## config.mk

```make
export PLATFORM = sky130hd
export DESIGN_NAME = ppnf_ctrl
export DESIGN_NICKNAME = d
export VERILOG_FILES = /design/src/hdl/ppnf_pkg.sv /design/src/hdl/ppnf_ctrl.sv
export SDC_FILE = /design/constraint.sdc
export NUM_CORES = 1
export LEC_CHECK = 0
export BUFFER_PORTS_ARGS = -buffer_cell sky130_fd_sc_hd__buf_2
export CORE_MARGIN = 3
export CORE_UTILIZATION = 53
export CTS_CLUSTER_SIZE = 28
export DETAILED_ROUTE_END_ITERATION = 8
export PLACE_DENSITY = 0.83
export REMOVE_ABC_BUFFERS = 1
export SYNTH_ARGS = -nofsm -noshare
export SYNTH_HDL_FRONTEND = slang
export SYNTH_SLANG_ARGS = --single-unit
```

## constraint.sdc

```tcl
create_clock -name clk -period 3.6 [get_ports clk]
set_input_delay 0.54 -clock clk [delete_from_list [all_inputs] [get_ports clk]]
set_output_delay 0.54 -clock clk [all_outputs]
set_load 0.01 [all_outputs]
```

## src/hdl/ppnf_pkg.sv

```systemverilog
// ----------------------------------------------------------------------------
// ppnf_pkg
// Shared types and constants of the particle pool with next-fit allocation.
// ----------------------------------------------------------------------------
package ppnf_pkg;

  localparam int SLOT_COUNT = 32;
  localparam int SLOT_W     = (SLOT_COUNT > 1) ? $clog2(SLOT_COUNT) : 1;
  localparam int SLOT_OUT_W = 6;
  localparam int LIFE_W     = 16;
  localparam int RATE_W     = 16;
  localparam int DT_W       = 16;
  localparam int LOSS_SHIFT = 9;
  localparam int LOSS_W     = RATE_W + DT_W - LOSS_SHIFT;

  localparam logic [LIFE_W-1:0] LIFE_FULL  = 16'd32768;
  localparam logic [RATE_W-1:0] RATE_RESET = 16'd256;

  localparam logic [1:0] CMD_ADD  = 2'd0;
  localparam logic [1:0] CMD_TICK = 2'd1;
  localparam logic [1:0] CMD_LIST = 2'd2;

  typedef enum logic [1:0] {
    KIND_ASSIGNED = 2'd0,
    KIND_TICK     = 2'd1,
    KIND_LIVE     = 2'd2,
    KIND_NONE     = 2'd3
  } kind_t;

  typedef enum logic [1:0] {
    SRC_NONE  = 2'd0,
    SRC_INPUT = 2'd1,
    SRC_PEND  = 2'd2
  } res_src_t;

  typedef struct packed {
    logic     capture;
    logic     scan_start;
    logic     scan_zero;
    logic     scan_next;
    logic     sel_zero;
    logic     loss_load;
    logic     life_decay;
    logic     add_write;
    logic     add_found;
    logic     pend_load;
    logic     res_load;
    kind_t    res_kind;
    res_src_t res_src;
    logic     res_last;
  } ctrl_cmd_t;

  typedef struct packed {
    logic live;
    logic idx_end;
    logic step_end;
    logic out_free;
  } dp_status_t;

endpackage

```

## src/hdl/ppnf_ctrl.sv

```systemverilog
// ----------------------------------------------------------------------------
// ppnf_ctrl
// Add/tick/list sequencer; drives the datapath one slot per cycle unless stalled.
// ----------------------------------------------------------------------------
module ppnf_ctrl (
  input  logic                   clk,
  input  logic                   rst,
  input  logic                   in_valid,
  input  logic [1:0]             in_command,
  output logic                   in_ready,
  input  ppnf_pkg::dp_status_t   status,
  output ppnf_pkg::ctrl_cmd_t    cmd
);

  typedef enum logic [7:0] {
    S_IDLE      = 8'b0000_0001,
    S_ADD_SCAN  = 8'b0000_0010,
    S_ADD_WRITE = 8'b0000_0100,
    S_TICK_MUL  = 8'b0000_1000,
    S_TICK_SCAN = 8'b0001_0000,
    S_TICK_DONE = 8'b0010_0000,
    S_LIST_SCAN = 8'b0100_0000,
    S_LIST_END  = 8'b1000_0000
  } state_t;

  state_t state, state_next;
  logic   found, found_next;
  logic   have_pend, have_pend_next;

  always_ff @(posedge clk) begin
    if (rst) begin
      state     <= S_IDLE;
      found     <= 1'b0;
      have_pend <= 1'b0;
    end else begin
      state     <= state_next;
      found     <= found_next;
      have_pend <= have_pend_next;
    end
  end

  always_comb begin
    state_next     = state;
    found_next     = found;
    have_pend_next = have_pend;
    in_ready       = 1'b0;
    cmd            = '0;
    cmd.res_kind   = ppnf_pkg::KIND_NONE;
    cmd.res_src    = ppnf_pkg::SRC_NONE;
    case (state)
      S_IDLE: begin
        in_ready = 1'b1;
        if (in_valid) begin
          cmd.capture = 1'b1;
          case (in_command)
            ppnf_pkg::CMD_ADD: begin
              cmd.scan_start = 1'b1;
              state_next     = S_ADD_SCAN;
            end
            ppnf_pkg::CMD_TICK: begin
              state_next = S_TICK_MUL;
            end
            ppnf_pkg::CMD_LIST: begin
              cmd.scan_zero  = 1'b1;
              have_pend_next = 1'b0;
              state_next     = S_LIST_SCAN;
            end
            default: begin
              state_next = S_IDLE;
            end
          endcase
        end
      end
      S_ADD_SCAN: begin
        if (!status.live) begin
          found_next = 1'b1;
          state_next = S_ADD_WRITE;
        end else if (status.step_end) begin
          // pool full: fall back to slot zero
          cmd.sel_zero = 1'b1;
          found_next   = 1'b0;
          state_next   = S_ADD_WRITE;
        end else begin
          cmd.scan_next = 1'b1;
        end
      end
      S_ADD_WRITE: begin
        if (status.out_free) begin
          cmd.add_write = 1'b1;
          cmd.add_found = found;
          cmd.res_load  = 1'b1;
          cmd.res_kind  = ppnf_pkg::KIND_ASSIGNED;
          cmd.res_src   = ppnf_pkg::SRC_INPUT;
          cmd.res_last  = 1'b1;
          state_next    = S_IDLE;
        end
      end
      S_TICK_MUL: begin
        cmd.loss_load = 1'b1;
        cmd.scan_zero = 1'b1;
        state_next    = S_TICK_SCAN;
      end
      S_TICK_SCAN: begin
        cmd.life_decay = 1'b1;
        if (status.idx_end) begin
          state_next = S_TICK_DONE;
        end else begin
          cmd.scan_next = 1'b1;
        end
      end
      S_TICK_DONE: begin
        if (status.out_free) begin
          cmd.res_load = 1'b1;
          cmd.res_kind = ppnf_pkg::KIND_TICK;
          cmd.res_src  = ppnf_pkg::SRC_NONE;
          cmd.res_last = 1'b1;
          state_next   = S_IDLE;
        end
      end
      S_LIST_SCAN: begin
        // one live record is held back until the next one shows whether it is last
        if (status.live && have_pend && !status.out_free) begin
          state_next = S_LIST_SCAN;
        end else begin
          if (status.live) begin
            cmd.pend_load  = 1'b1;
            have_pend_next = 1'b1;
            if (have_pend) begin
              cmd.res_load = 1'b1;
              cmd.res_kind = ppnf_pkg::KIND_LIVE;
              cmd.res_src  = ppnf_pkg::SRC_PEND;
              cmd.res_last = 1'b0;
            end
          end
          if (status.idx_end) begin
            state_next = S_LIST_END;
          end else begin
            cmd.scan_next = 1'b1;
          end
        end
      end
      S_LIST_END: begin
        if (status.out_free) begin
          cmd.res_load = 1'b1;
          cmd.res_last = 1'b1;
          if (have_pend) begin
            cmd.res_kind = ppnf_pkg::KIND_LIVE;
            cmd.res_src  = ppnf_pkg::SRC_PEND;
          end else begin
            cmd.res_kind = ppnf_pkg::KIND_NONE;
            cmd.res_src  = ppnf_pkg::SRC_NONE;
          end
          have_pend_next = 1'b0;
          state_next     = S_IDLE;
        end
      end
      default: begin
        state_next = S_IDLE;
      end
    endcase
  end

endmodule

```

==> run summary <==
CTS root buffer: clkbuf_4
H-tree Lvls: 1
worst-case reg-to-reg path depth: 5
Unique masters post-synth: 41
RSZ-0062 raised after global routing: false
share of cells above drive strength 1: 29.6%
RD Place Congestion: 0.950
Worst EP required: 3.06 ns
post-route ant nets: 0
Clock Pin Slew Worst Setup and Hold Paths: 0.07 ns
GRT overflow: 0
DR iter-0 viols: 68
Worst Hold Margin: 0.514 ns
clk sinks: 10
num ports: 26
NumNets Final: 145
ANT cells: 0
setup TNS: 0 ns
Seq cells post-synth: 10
Post-Synthesis Cells: 109
Site Rows: 13
GR Util All Layers: 26.4%
max cap viols: 0
largest net degree at the start of global routing: 12
CTS-repair resized insts: 0
fillers: 116
Slew Limit Headroom: 46.7%
post-DR vias/cell: 6.53
Leakage: 0.465 nW
Hold/Removal Path Class: flip-flop to flip-flop
final cell utilization of the core: 71.1%
initial cell density of the core: 59.1%
commonest non-fill, non-tap cell in the layout: buf_2
vias in the first global route: 845
Worst EP arrival: 2.28 ns
P per Cell Area: 339 nW/um^2
CP endpoint: cmd[14]
WL/cell: 15.8 um
fin crit period: 2.82 ns
mapped cell area: 798 sq um
status: finished, final reports clean
minimum setup slack among reg-to-reg paths: 1.22 ns
Routed WL: 2360 um
startpoint types: flip-flop
Worst R2R End: state[0]
initial antenna violation count: 0
Via Count: 979
setup violators final: 0
chip width: 44.8 um
clk_skew: 0.00510 ns
Peak Freq: 0.355 GHz
commonest non-fill, non-tap cells in the layout: buf_2, a21oi_1, nor2_1, dfxtp_1, inv_1
Worst Setup SP: state[5]
synthesized area per cell: 7.32 sq um
Slew Viols, Final: 0
Final Hold Vio Count: 0
drt pass-1 iters: 5
CTS tree: done
first-pass GRT wire length: 3910 um
die area: 2010 sq um
critical path type: flip-flop to output pin
HPWL after DPL: 1770 um
Worst-Skew Late Latency: 0.28 ns
Num CTS Buffers: 3
Max Buffers Root-to-Sink: 2
Worst setup EP type: output pin
sequential share of the synthesized area: 25.1%
die height: 44.8 um
core area: 1350 sq um
Post-CTS Hold Buffers: 0
number of I/O port buffers: 25
synth warn: 0
Slew @ Worst Pin: 0.793 ns
area grow syn2layout: 20.2%
FF-to-FF Start: state[5]
DRC errors left: 0
Peak VDD IR: 0.000237 V
Post-CTS Setup Bufs: 0
Final Cycle Share: 78.2%
worst-path fanout max: 9
per-stage QoR:
step	cells	total power [mW]	setup WS (ns)	cell area (sq um)
finish	150	0.325	0.783	960
detailed placement	146	0.218	1.13	923
CTS	150	0.322	0.802	960
global placement	146	0.215	1.18	923
floorplan	106	0.186	1.27	779
global route	150	0.340	0.714	960
how the worst min path moves through the flow:
| stage | from | end | slack, ns | depth (start not counted) |
|---|---|---|---|---|
| global route | found | found | 0.53 | 2 |
| CTS | found | found | 0.51 | 2 |
| global placement | found | found | 0.48 | 2 |
| floorplan | found | found | 0.46 | 2 |
| finish | found | found | 0.51 | 2 |
| detailed placement | found | found | 0.49 | 2 |
layer usage:
layer | GRT usage [%] | vias to the layer above | wire length, um | share of wire [%]
met5 | 0 | - | 0 | 0
met4 | 14.0 | 0 | 63 | 2.7
met3 | 7.97 | 13 | 226 | 9.6
met2 | 41.0 | 73 | 1140 | 48
met1 | 32.6 | 434 | 937 | 40
li1 | - | 459 | - | -
cell usage after synthesis (all sizes together):
master,n,area (sq um)
o221a,1,11.3
o22ai,1,6.26
nand2b,2,12.5
nor3,6,35.0
o2111ai,1,8.76
nor2,11,43.8
or3,3,18.8
and3b,1,8.76
a22oi,1,7.51
o21ai,6,30.0
or2,1,6.26
dfxtp,10,200
nand3b,1,7.51
buf,1,11.3
nor2b,2,12.5
a31o,2,17.5
and3,1,6.26
or4b,2,20.0
nand4,2,12.5
a221oi,1,8.76
or4,2,22.5
nand2,8,30.0
xor2,2,17.5
clkbuf,2,7.51
o221ai,1,15.0
nand4b,3,26.3
o41ai,1,8.76
a21o,3,22.5
a21oi,11,55.1
nand3,4,20.0
inv,10,37.5
a211o,1,8.76
nor4,2,18.8
and2,1,6.26
and2b,1,7.51
and4,1,8.76
state kept, by name, indices dropped and copies added (netlist names):
signal	cells
state	8
found	1
have_pend	1
worst max-delay path: stages, from the launching register on:
cell and delay (ns):
dfxtp_1 0.39, or4_4 0.60, or2_1 0.30, inv_2 0.10, nand2_1 0.10, or3_1 0.33
inv_1 0.06, buf_2 0.12
cell type report:
class,instances,area [sq um],share of cell area [%]
clock buffer,4,36.3,3.78
sequential,10,200,20.9
multi-input combinational,86,542,56.5
timing repair buffer,25,125,13.0
tap,15,18.8,1.96
inverter,10,37.5,3.91
cells by family (layout without fill, tap and decap cells):
group	after synthesis	after routing	synth area share, %
flip-flops	10	10	25.1
AO/OA/AOI/OAI	30	30	25.1
buffers and inverters	13	39	7.05
AND/OR/NAND/NOR	54	54	40.6
XOR/XNOR	2	2	2.19
power breakdown:
part	switching (mW)	leakage, nW	internal, mW
Clock	0.0447	0.0210	0.0616
Sequential	0.00642	0.0811	0.116
Combinational	0.0599	0.363	0.0372
Total	0.111	0.465	0.214
Power figures use the tool's default switching activity.
